<file path="config.mk">
export PLATFORM = sky130hd
export DESIGN_NAME = rgb_to_hsv_converter_core
export DESIGN_NICKNAME = d
export VERILOG_FILES = /design/src/rtl/rthc_pkg.sv /design/src/rtl/rthc_front.sv /design/src/rtl/rthc_queue.sv /design/src/rtl/rthc_back.sv /design/src/rtl/rgb_to_hsv_converter_core.sv
export SDC_FILE = /design/constraint.sdc
export NUM_CORES = 2
export LEC_CHECK = 0
export BUFFER_PORTS_ARGS = -buffer_cell sky130_fd_sc_hd__buf_2
export CAP_MARGIN = 0
export CELL_PAD_IN_SITES_DETAIL_PLACEMENT = 0
export CELL_PAD_IN_SITES_GLOBAL_PLACEMENT = 1
export CORE_MARGIN = 2
export CORE_UTILIZATION = 30
export DETAILED_ROUTE_END_ITERATION = 8
export PLACE_DENSITY_LB_ADDON = 0.1
export SLEW_MARGIN = 15
export SYNTH_ARGS = -nofsm -noshare
export SYNTH_HDL_FRONTEND = slang
export SYNTH_SLANG_ARGS = --single-unit
</file>
<file path="constraint.sdc">
create_clock -name clk -period 189.8 [get_ports clk]
set_input_delay 37.96 -clock clk [delete_from_list [all_inputs] [get_ports clk]]
set_output_delay 37.96 -clock clk [all_outputs]
set_load 0.01 [all_outputs]
</file>
<file path="src/rtl/rthc_pkg.sv">
// Package: item types, fixed-point constants and divider step for the RGB to HSV core
`timescale 1ns / 1ps
`default_nettype none
package rthc_pkg;

  localparam int CHANNEL_BITS      = 16;
  localparam int HUE_FRACTION_BITS = 6;
  localparam int HUE_BITS          = 15;
  localparam int ALPHA_BITS        = 16;

  localparam int HUE_SCALE  = 1 << HUE_FRACTION_BITS;
  localparam int SIXTY      = 60 * HUE_SCALE;
  localparam int FULL_TURN  = 360 * HUE_SCALE;
  localparam int HUE_Q_BITS = $clog2(SIXTY + 1);
  localparam int DIV_STEPS  = (CHANNEL_BITS + 1 > HUE_Q_BITS) ? CHANNEL_BITS + 1 : HUE_Q_BITS;
  localparam int NUM_BITS   = CHANNEL_BITS + DIV_STEPS;
  localparam int HUE_W      = HUE_BITS + 1;

  localparam logic [1:0] SEC_RED   = 2'd0;
  localparam logic [1:0] SEC_GREEN = 2'd1;
  localparam logic [1:0] SEC_BLUE  = 2'd2;

  typedef struct packed {
    logic [CHANNEL_BITS-1:0] red_in;
    logic [CHANNEL_BITS-1:0] green_in;
    logic [CHANNEL_BITS-1:0] blue_in;
    logic [ALPHA_BITS-1:0]   alpha_in;
  } in_item_t;

  typedef struct packed {
    logic [HUE_BITS-1:0]     hue_out;
    logic [CHANNEL_BITS-1:0] saturation_out;
    logic [CHANNEL_BITS-1:0] value_out;
    logic [ALPHA_BITS-1:0]   alpha_out;
  } out_item_t;

  typedef struct packed {
    logic [CHANNEL_BITS-1:0] mag;
    logic                    neg;
    logic [1:0]              sector;
    logic [CHANNEL_BITS-1:0] rng;
    logic [CHANNEL_BITS-1:0] mx;
    logic [ALPHA_BITS-1:0]   alpha;
  } cls_t;

  typedef struct packed {
    logic [CHANNEL_BITS-1:0] hrem;
    logic [DIV_STEPS-1:0]    hlow;
    logic [CHANNEL_BITS-1:0] srem;
    logic [DIV_STEPS-1:0]    slow;
    logic                    neg;
    logic [1:0]              sector;
    logic [CHANNEL_BITS-1:0] rng;
    logic [CHANNEL_BITS-1:0] mx;
    logic [ALPHA_BITS-1:0]   alpha;
  } dv_t;

  function automatic dv_t div_step(dv_t s);
    logic [CHANNEL_BITS:0] hx;
    logic [CHANNEL_BITS:0] sx;
    logic [CHANNEL_BITS:0] hd;
    logic [CHANNEL_BITS:0] sd;
    logic                  hge;
    logic                  sge;
    dv_t                   o;
    hx  = {s.hrem, s.hlow[DIV_STEPS-1]};
    sx  = {s.srem, s.slow[DIV_STEPS-1]};
    hd  = hx - {1'b0, s.rng};
    sd  = sx - {1'b0, s.mx};
    hge = (hx >= {1'b0, s.rng});
    sge = (sx >= {1'b0, s.mx});
    o      = s;
    o.hrem = hge ? hd[CHANNEL_BITS-1:0] : hx[CHANNEL_BITS-1:0];
    o.srem = sge ? sd[CHANNEL_BITS-1:0] : sx[CHANNEL_BITS-1:0];
    o.hlow = {s.hlow[DIV_STEPS-2:0], hge};
    o.slow = {s.slow[DIV_STEPS-2:0], sge};
    return o;
  endfunction

endpackage
`default_nettype wire

</file>
<file path="src/rtl/rthc_front.sv">
// Front stage: accept a pixel, find max, min, dominant sector and hue difference
`timescale 1ns / 1ps
`default_nettype none
module rthc_front (
  input  wire                logic clk,
  input  wire                logic rst_n,
  input  wire                logic push,
  input  rthc_pkg::in_item_t item,
  output logic               full,
  output logic               cls_v,
  output rthc_pkg::cls_t     cls,
  input  wire                logic cls_rdy
);
  import rthc_pkg::*;

  logic                    f_v_r;
  cls_t                    f_r;
  cls_t                    c_nxt;
  logic [CHANNEL_BITS-1:0] r, g, b, p, m, mn;
  logic                    adv;

  assign adv = !f_v_r || cls_rdy;
  assign full  = !adv;
  assign cls_v = f_v_r;
  assign cls   = f_r;

  always_comb begin
    r = item.red_in;
    g = item.green_in;
    b = item.blue_in;
    mn = r;
    if (g < mn) mn = g;
    if (b < mn) mn = b;
    if (r >= g && r >= b) begin
      c_nxt.sector = SEC_RED;
      c_nxt.mx = r;
      p = g;
      m = b;
    end else if (g >= b) begin
      c_nxt.sector = SEC_GREEN;
      c_nxt.mx = g;
      p = b;
      m = r;
    end else begin
      c_nxt.sector = SEC_BLUE;
      c_nxt.mx = b;
      p = r;
      m = g;
    end
    c_nxt.neg   = (p < m);
    c_nxt.mag   = (p < m) ? m - p : p - m;
    c_nxt.rng   = c_nxt.mx - mn;
    c_nxt.alpha = item.alpha_in;
  end

  always_ff @(posedge clk) begin
    if (!rst_n) begin
      f_v_r <= 1'b0;
    end else if (adv) begin
      f_v_r <= push;
    end
  end

  always_ff @(posedge clk) begin
    if (push && adv) begin
      f_r <= c_nxt;
    end
  end

endmodule
`default_nettype wire

</file>
<file path="src/rtl/rthc_queue.sv">
// Two-entry queue of classified items between front and back
`timescale 1ns / 1ps
`default_nettype none
module rthc_queue (
  input  wire            logic clk,
  input  wire            logic rst_n,
  input  wire            logic wr_v,
  input  rthc_pkg::cls_t wr_d,
  output logic           wr_rdy,
  output logic           rd_v,
  output rthc_pkg::cls_t rd_d,
  input  wire            logic rd_rdy
);
  import rthc_pkg::*;

  cls_t       ent_r [2];
  logic       wp_r;
  logic       rp_r;
  logic [1:0] cnt_r;
  logic       do_wr;
  logic       do_rd;

  assign wr_rdy = (cnt_r != 2'd2);
  assign rd_v   = (cnt_r != 2'd0);
  assign rd_d   = ent_r[rp_r];
  assign do_wr  = wr_v && wr_rdy;
  assign do_rd  = rd_v && rd_rdy;

  always_ff @(posedge clk) begin
    if (!rst_n) begin
      wp_r  <= 1'b0;
      rp_r  <= 1'b0;
      cnt_r <= 2'd0;
    end else begin
      if (do_wr) wp_r <= !wp_r;
      if (do_rd) rp_r <= !rp_r;
      cnt_r <= cnt_r + {1'b0, do_wr} - {1'b0, do_rd};
    end
  end

  always_ff @(posedge clk) begin
    if (do_wr) begin
      ent_r[wp_r] <= wr_d;
    end
  end

endmodule
`default_nettype wire

</file>
<file path="src/rtl/rthc_back.sv">
// Back pipeline: scale, two bit-per-stage dividers, hue and saturation finish, output register
`timescale 1ns / 1ps
`default_nettype none
module rthc_back (
  input  wire             logic clk,
  input  wire             logic rst_n,
  input  wire             logic in_v,
  input  rthc_pkg::cls_t  in_d,
  output logic            in_rdy,
  output logic            out_empty,
  output rthc_pkg::out_item_t out_item,
  input  wire             logic out_pop
);
  import rthc_pkg::*;

  logic [DIV_STEPS:0] v_r;
  dv_t                st_r [DIV_STEPS+1];
  logic               out_v_r;
  out_item_t          out_r;
  logic               adv;
  dv_t                init;
  logic [NUM_BITS-1:0] hn;
  logic [NUM_BITS-1:0] sn;
  out_item_t          fin;
  dv_t                l;
  logic [HUE_W-1:0]   q;
  logic [HUE_W-1:0]   hq;
  logic [HUE_W-1:0]   base;
  logic [HUE_W-1:0]   h;

  assign adv       = !out_v_r || out_pop;
  assign in_rdy    = adv;
  assign out_empty = !out_v_r;
  assign out_item  = out_r;

  always_comb begin
    hn = NUM_BITS'(in_d.mag) * NUM_BITS'(SIXTY);
    sn = NUM_BITS'({in_d.rng, {CHANNEL_BITS{1'b0}}});
    init.hrem   = hn[NUM_BITS-1:DIV_STEPS];
    init.hlow   = hn[DIV_STEPS-1:0];
    init.srem   = sn[NUM_BITS-1:DIV_STEPS];
    init.slow   = sn[DIV_STEPS-1:0];
    init.neg    = in_d.neg;
    init.sector = in_d.sector;
    init.rng    = in_d.rng;
    init.mx     = in_d.mx;
    init.alpha  = in_d.alpha;
  end

  always_comb begin
    l  = st_r[DIV_STEPS];
    q  = HUE_W'(l.hlow);
    hq = q + HUE_W'(|l.hrem);
    case (l.sector)
      SEC_RED:   base = l.neg ? HUE_W'(FULL_TURN) : '0;
      SEC_GREEN: base = HUE_W'(120 * HUE_SCALE);
      SEC_BLUE:  base = HUE_W'(240 * HUE_SCALE);
      default:   base = '0;
    endcase
    h = l.neg ? base - hq : base + q;
    if (h >= HUE_W'(FULL_TURN)) h = h - HUE_W'(FULL_TURN);
    if (l.rng == '0) h = '0;
    fin.hue_out = h[HUE_BITS-1:0];
    if (l.mx == '0) begin
      fin.saturation_out = '0;
    end else if (|l.slow[DIV_STEPS-1:CHANNEL_BITS]) begin
      fin.saturation_out = '1;
    end else begin
      fin.saturation_out = l.slow[CHANNEL_BITS-1:0];
    end
    fin.value_out = l.mx;
    fin.alpha_out = l.alpha;
  end

  always_ff @(posedge clk) begin
    if (!rst_n) begin
      v_r     <= '0;
      out_v_r <= 1'b0;
    end else if (adv) begin
      v_r     <= {v_r[DIV_STEPS-1:0], in_v};
      out_v_r <= v_r[DIV_STEPS];
    end
  end

  always_ff @(posedge clk) begin
    if (adv) begin
      st_r[0] <= init;
      for (int k = 1; k <= DIV_STEPS; k++) begin
        st_r[k] <= div_step(st_r[k-1]);
      end
      out_r <= fin;
    end
  end

endmodule
`default_nettype wire

</file>
<file path="src/rtl/rgb_to_hsv_converter_core.sv">
// Top level of the RGB to HSV converter: front classifier, queue, divider pipeline
//
// Input channel: drive in_item (red, green, blue Q0.16 and alpha) and raise
// in_push; the item is taken at a clock edge where in_push is high and in_full
// is low. Result channel: while out_empty is low, out_item holds the oldest
// result (hue in 1/64 degree, saturation, value, alpha); it is taken at an
// edge where out_pop is high.
// From the accepting edge to out_empty falling, an item passes the front
// register, the queue, one scaling stage, 17 divider stages (one quotient
// bit each for hue and saturation) and the output register.
// Throughput is one item per cycle while the receiver keeps popping; the divider pipeline sets the latency.
// When the receiver stops popping, the back pipeline holds, the two-entry
// queue and the front register fill, then in_full rises. Nothing is lost.
// Synchronous reset (rst_n low) empties every stage: out_empty goes high and
// in_full low.
`timescale 1ns / 1ps
`default_nettype none
module rgb_to_hsv_converter_core (
  input  wire                 logic clk,
  input  wire                 logic rst_n,
  input  wire                 logic in_push,
  input  rthc_pkg::in_item_t  in_item,
  output logic                in_full,
  output logic                out_empty,
  output rthc_pkg::out_item_t out_item,
  input  wire                 logic out_pop
);
  import rthc_pkg::*;

  logic cls_v, cls_rdy, q_v, q_rdy;
  cls_t cls, q_d;

  rthc_front u_front (
    .clk(clk), .rst_n(rst_n), .push(in_push), .item(in_item), .full(in_full),
    .cls_v(cls_v), .cls(cls), .cls_rdy(cls_rdy)
  );

  rthc_queue u_queue (
    .clk(clk), .rst_n(rst_n), .wr_v(cls_v), .wr_d(cls), .wr_rdy(cls_rdy),
    .rd_v(q_v), .rd_d(q_d), .rd_rdy(q_rdy)
  );

  rthc_back u_back (
    .clk(clk), .rst_n(rst_n), .in_v(q_v), .in_d(q_d), .in_rdy(q_rdy),
    .out_empty(out_empty), .out_item(out_item), .out_pop(out_pop)
  );

  assert property (@(posedge clk) !rst_n |=> out_empty && !in_full)
    else $error("reset must empty the block");

  assert property (@(posedge clk) disable iff (!rst_n)
    !out_empty |-> out_item.hue_out < HUE_BITS'(FULL_TURN))
    else $error("hue beyond full turn");

  assert property (@(posedge clk) disable iff (!rst_n)
    !out_empty && out_item.value_out == '0 |->
      out_item.saturation_out == '0 && out_item.hue_out == '0)
    else $error("black pixel must give zero hue and saturation");

endmodule
`default_nettype wire
</file>
# After elaboration in Yosys (flattened, before gate mapping)
# Memory sizes are Yosys's and may differ from the RTL's. A register that Yosys moved wholly into a read port is not among the register bits.
# Index checks and enable logic that the tools add are counted.
[classes] addsub=43 mul=1 order_cmp=41 eq_ne=3 muxes=55 reduce_logical=16
[op_table] cell="16-bit two-way mux" n=45
[op_table] cell="16-bit subtractor" n=38
[op_table] cell="17-bit by 16-bit greater-or-equal comparator with 1-bit output" n=34
[op_table] cell="16-bit greater-or-equal comparator" n=3
[op_table] cell="16-bit < comparator" n=3
[op_table] cell="16-bit one-hot mux with 3 select lines" n=1
[op_table] cell="16-bit zero test" n=2
[op_table] cell="15-bit two-way mux" n=2
[op_table] cell="16-bit by 4-bit multiplier with 20-bit output, second input constant" n=1
[op_table] cell="16-bit by 1-bit adder with 16-bit output" n=1
[op_table] cell="16-bit adder" n=1
[op_table] cell="16-bit by 15-bit greater-or-equal comparator with 1-bit output, second input constant" n=1
[op_table] cell="16-bit OR reduction" n=1
[op_table] cell="15-bit subtractor, second input constant" n=1
[op_table] cell="1-bit two-way mux" n=6
[op_table] cell="1-bit zero test" n=5
[op_table] cell="1-bit logical AND" n=4
[op_table] cell="2-bit by 1-bit adder with 2-bit output" n=1
[op_table] cell="2-bit by 1-bit == test with 1-bit output, second input constant" n=1
[op_table] cell="2-bit == test, second input constant" n=1
[op_table] cell="2-bit zero test" n=1
[op_table] cell="1-bit logical OR" n=2
[op_table] cell="2-bit two-way mux" n=1
[op_table] cell="2-bit inequality test, second input constant" n=1
[op_table] cell="other kinds (2)" n=2
[word_totals] reg_bits=154 ram_bits=2240 word_cells=177 mem_count=2
[memory_table] memory="u_back.st_r" depth=18 word_bits=117 read_ports=18 rd_ports_with_merged_regs=0 wr=18 line="rthc_back.sv:17" source="dv_t st_r [DIV_STEPS+1];"
[memory_table] memory="u_queue.ent_r" depth=2 word_bits=67 read_ports=1 rd_ports_with_merged_regs=1 wr=1 line="rthc_queue.sv:16" source="cls_t ent_r [2];"

# Longest topological paths before layout
# An unclocked memory read counts as a cell.
[depth] word_depth=7 mapped_depth=34 depth_no_buf=31

# Modules after synthesis
# From an unflattened synthesis, not the netlist that was laid out.
[unflattened] cells_unflattened=8075 area_unflattened_um2=101986.6
[by_module_without_submodules] module="rthc_back" n_inst=1 cells_per_inst=7072 area_per_inst_um2=89955.0
[by_module_without_submodules] module="rthc_front" n_inst=1 cells_per_inst=765 area_per_inst_um2=6932.9
[by_module_without_submodules] module="rthc_queue" n_inst=1 cells_per_inst=238 area_per_inst_um2=5098.6

# Worst setup path before layout
# OpenSTA, ideal clock, no wires.
[synth_timing] path_type="input port to flip-flop" start="in out_pop" end="reg u_back.out_r, in the netlist u_back.out_item[0] (enable)" setup_time_ns=2.938 arrival_time_ns=88.066 t_required_ns=186.862 slack_ns=98.796 cell_stages=3 cell_sequence="nor2_1 clkinv_1 clkbuf_1"
[synth_via] elab_chain_len=1
[synth_lines] element="start, declared" line="rgb_to_hsv_converter_core.sv:26" source="input wire logic out_pop"
[synth_lines] element="1-bit logical OR" line="rthc_back.sv:31" source="assign adv = !out_v_r || out_pop;"
[synth_lines] element="end signal, assigned" line="rthc_back.sv:91" source="out_r <= fin;"
[synth_lines] element="end, declared" line="rthc_back.sv:19" source="out_item_t out_r;"
# Every way passes these cells.
# A chain may end at the register's enable or synchronous reset.

==> results.cfg <==
[outcome]
outcome = completed

[detailed_routing]
viasPerCell = 4.54
drc = 0
drt-wirelength-per-cell_um = 17.0
route.vias.total = 58300
drt-total-wl_um = 219000
initialDrtViolationCount = 2847
dr.pass1.iters = 6
detail-route-antenna-nets = 0

[setup_path]
crit_path_frequent_cell = a21oi_1
rr_startpoint = u_back.out_v_r$_SDFFE_PN0N_
endpoint_kind = flop
timing.rr.end = u_back.st_r[17][104]$_DFFE_PN_
worst_setup_path_start_kind = input port
r2r_cells = 11
crit_type = in -> reg
crit_fanout = 31
crit_required_ns = 190.43
ff2ff_setup_slack_ns = 182.69
arrival_ns = 45.09
slowest_delay_ns = 0.58
slowest_stage = and2_1

[place]
dp_cells = 12400
pre_cts_ws_ns = 144.26
place.gp.congestion = 0.805
hpwl_um = 161000
portBuffers = 132

[finish]
layout.nets = 9083
drive_gt1_frac = 0.0910
final_cells = 12800
fin_util = 0.345
syn_to_final_growth_pct = 14.3

[sta]
setup_viol = 0
finalHoldViolCount = 0
setup_tns_ns = 0
max_freq_ghz = 0.0225
min_period_over_period = 0.234
fin_crit_ns = 44.46
drv_slew = 0
slew_headroom = 0.253
worst_slack_ns = 145.34
rsz0062_at_grt = no
finalClockSkew_ns = 0.0530
tightestPinTransition_ns = 1.12

[grt]
grt_start_max_net_pins = 156
grt_first_pass_wirelength_um = 345000
grt_antenna_before_repair = 7
grt_pass1_vias = 60500
track_usage = 0.127
gr-total-overflow = 0

[logic_synthesis]
yosys.area_share.adder = 0.101
yosys_warnings = 0
synth-compound-area-share = 0.112
yosysSeqAreaShare = 0.619
netlist_instances = 7935
synth_edf_count = 2055
async_reset_ff_frac = 0
avgSynthCellArea_um2 = 12.7
yosys.area_share.simple = 0.0760
muxShareOfSynthArea = 0.0199
synth_top_family_by_area = compound AO/OA/AOI/OAI gates
netlist_area_um2 = 101000
synthXorXnorAreaFrac = 0.0326
synth-seq-cells = 2080
syn_nets = 8777
ys.flop_type = edfxtp_1
netlist-cell-type-count = 88

[power]
ir_worst_vdd_mv = 0.00812
total_power_mw = 2.31
powerDensity_nw_per_um2 = 20.1
p_leak_nw = 46.4

[die]
rows = 212
die_area_um2 = 340000
initial_core_util = 0.301
coreArea_um2 = 333000
num_io_pins = 133
die_height_um = 583
die_w_um = 583

[worst_hold_path]
holdPathStages = 0
min_from = u_back.st_r[6][99]$_DFFE_PN_
hold_class = reg -> reg
hold_end = u_back.st_r[7][100]$_DFFE_PN_

[clock_network]
root_buffer = clkbuf_16
clk_pin_slew_worst_paths_ns = 0.06
cts-buffers-inserted = 245
cts.sink_count = 2080
cts_buffer_depth = 4
htree_levels = 4
postCtsHoldBufs = 0
cts_resized = 0
cts_setup_buffers = 0
cts_tree = built
clk_latency_ns = 0.89

[flow_run]
drv_cap = 0
[flip-flops by register name (all words and copies together), names as in the netlist, named ones only]
register	count
u_back.st_r	1791
u_queue.ent_r	134
u_front.cls	67
u_back.out_item	63
u_back.v_r	18
u_queue.cnt_r	2
u_back.out_v_r	1
u_front.cls_v	1
u_queue.rp_r	1
u_queue.wp_r	1
[power breakdown]
| group | switching (mW) | total [mW] | internal, mW |
|---|---|---|---|
| clock network | 0.189 | 0.476 | 0.287 |
| registers | 0.0970 | 0.864 | 0.767 |
| logic | 0.561 | 0.965 | 0.404 |
| total | 0.847 | 2.31 | 1.46 |
[synth_stat cells, drive strengths merged (23+ instances only)]
library cell	count	area, um2
ha	708	8860
buf	35	178
clkbuf	101	379
or3	32	200
a21oi	442	2300
nand3	53	265
nor2	396	1490
and2	23	144
edfxtp	2055	61700
o311ai	23	209
dfxtp	25	500
o21bai	66	495
nor2b	83	519
nand4	124	776
mux2	129	1450
nand2b	89	557
nor4	41	263
mux2i	55	551
xnor2	204	1790
fa	66	1320
o21a	96	721
a21o	174	1310
nand2	698	2620
xor2	170	1490
a21boi	108	811
o21ai	627	3140
o31ai	112	855
a211oi	38	300
nor3	65	330
inv	902	3390
[kinds of logic after synthesis]
logic type / Yosys count
flops: 2080
simple gates: 1670
fa+ha+maj: 774
xor+xnor: 374
mux: 184
buf+inv: 1039
compound gates: 1814
[worst max-delay path, delay by kind of cell]
| family | cells | cell delay, ns |
|---|---|---|
| xor gates and xnor gates | 1 | 0.17 |
| adders and majority gates | 3 | 0.89 |
| and+or+nand+nor | 5 | 1.01 |
| buffers and inverters | 4 | 0.75 |
| AOI/OAI and AO/OA | 19 | 4.29 |
[worst max path at each step]
| stage | startpoint | endpoint | slack (ns) | cells after the start |
|---|---|---|---|---|
| floorplan | out_pop | u_back.out_item[0]$_DFFE_PN_ | 98.80 | 3 |
| global placement | in_item[49] | u_front.cls[47]$_DFFE_PP_ | 144.08 | 31 |
| detailed placement | in_item[61] | u_front.cls[47]$_DFFE_PP_ | 144.26 | 32 |
| CTS | in_item[61] | u_front.cls[47]$_DFFE_PP_ | 145.24 | 32 |
| global route | in_item[61] | u_front.cls[47]$_DFFE_PP_ | 144.74 | 32 |
| finish | in_item[61] | u_front.cls[47]$_DFFE_PP_ | 145.34 | 32 |
[cell type report]
type	instances	area (um2)
antenna	2	5.00
clock buffer	301	6510
clock inverter	154	1660
fill	32400	219000
inverter	903	3400
multi-input combinational	4816	34400
sequential	2080	62200
tap	4387	5490
timing repair buffer	195	1170
[cells in the final DEF, fill, tap and decap left out, drive strengths merged, types with 38 or more instances in the layout]
cell / count
nand4: 124
nor3: 65
o21a: 96
nand2b: 89
a21boi: 108
buf: 195
clkinv: 102
nor4: 41
clkbuf: 301
xnor2: 204
a21o: 174
edfxtp: 2055
xor2: 170
nor2: 396
o21ai: 627
mux2i: 55
nand2: 698
fa: 66
a21oi: 442
a211oi: 38
nand3: 53
o31ai: 112
mux2: 129
nor2b: 83
o21bai: 66
inv: 911
ha: 708
[layer usage]
metal / routed length [um] / track usage
met1: 96000 / 0.156
met2: 110000 / 0.229
met3: 7050 / 0.0199
met4: 6040 / 0.0370
met5: 13 / 0
[through the flow]
step                cell area [um2]  hold WS (ns)
detailed placement           107000         0.405
floorplan                    101000         0.400
finish                       115000         0.404
global placement             107000         0.400
global route                 115000         0.409
CTS                          115000         0.397
Note: power is estimated with default switching activity, not from simulation.
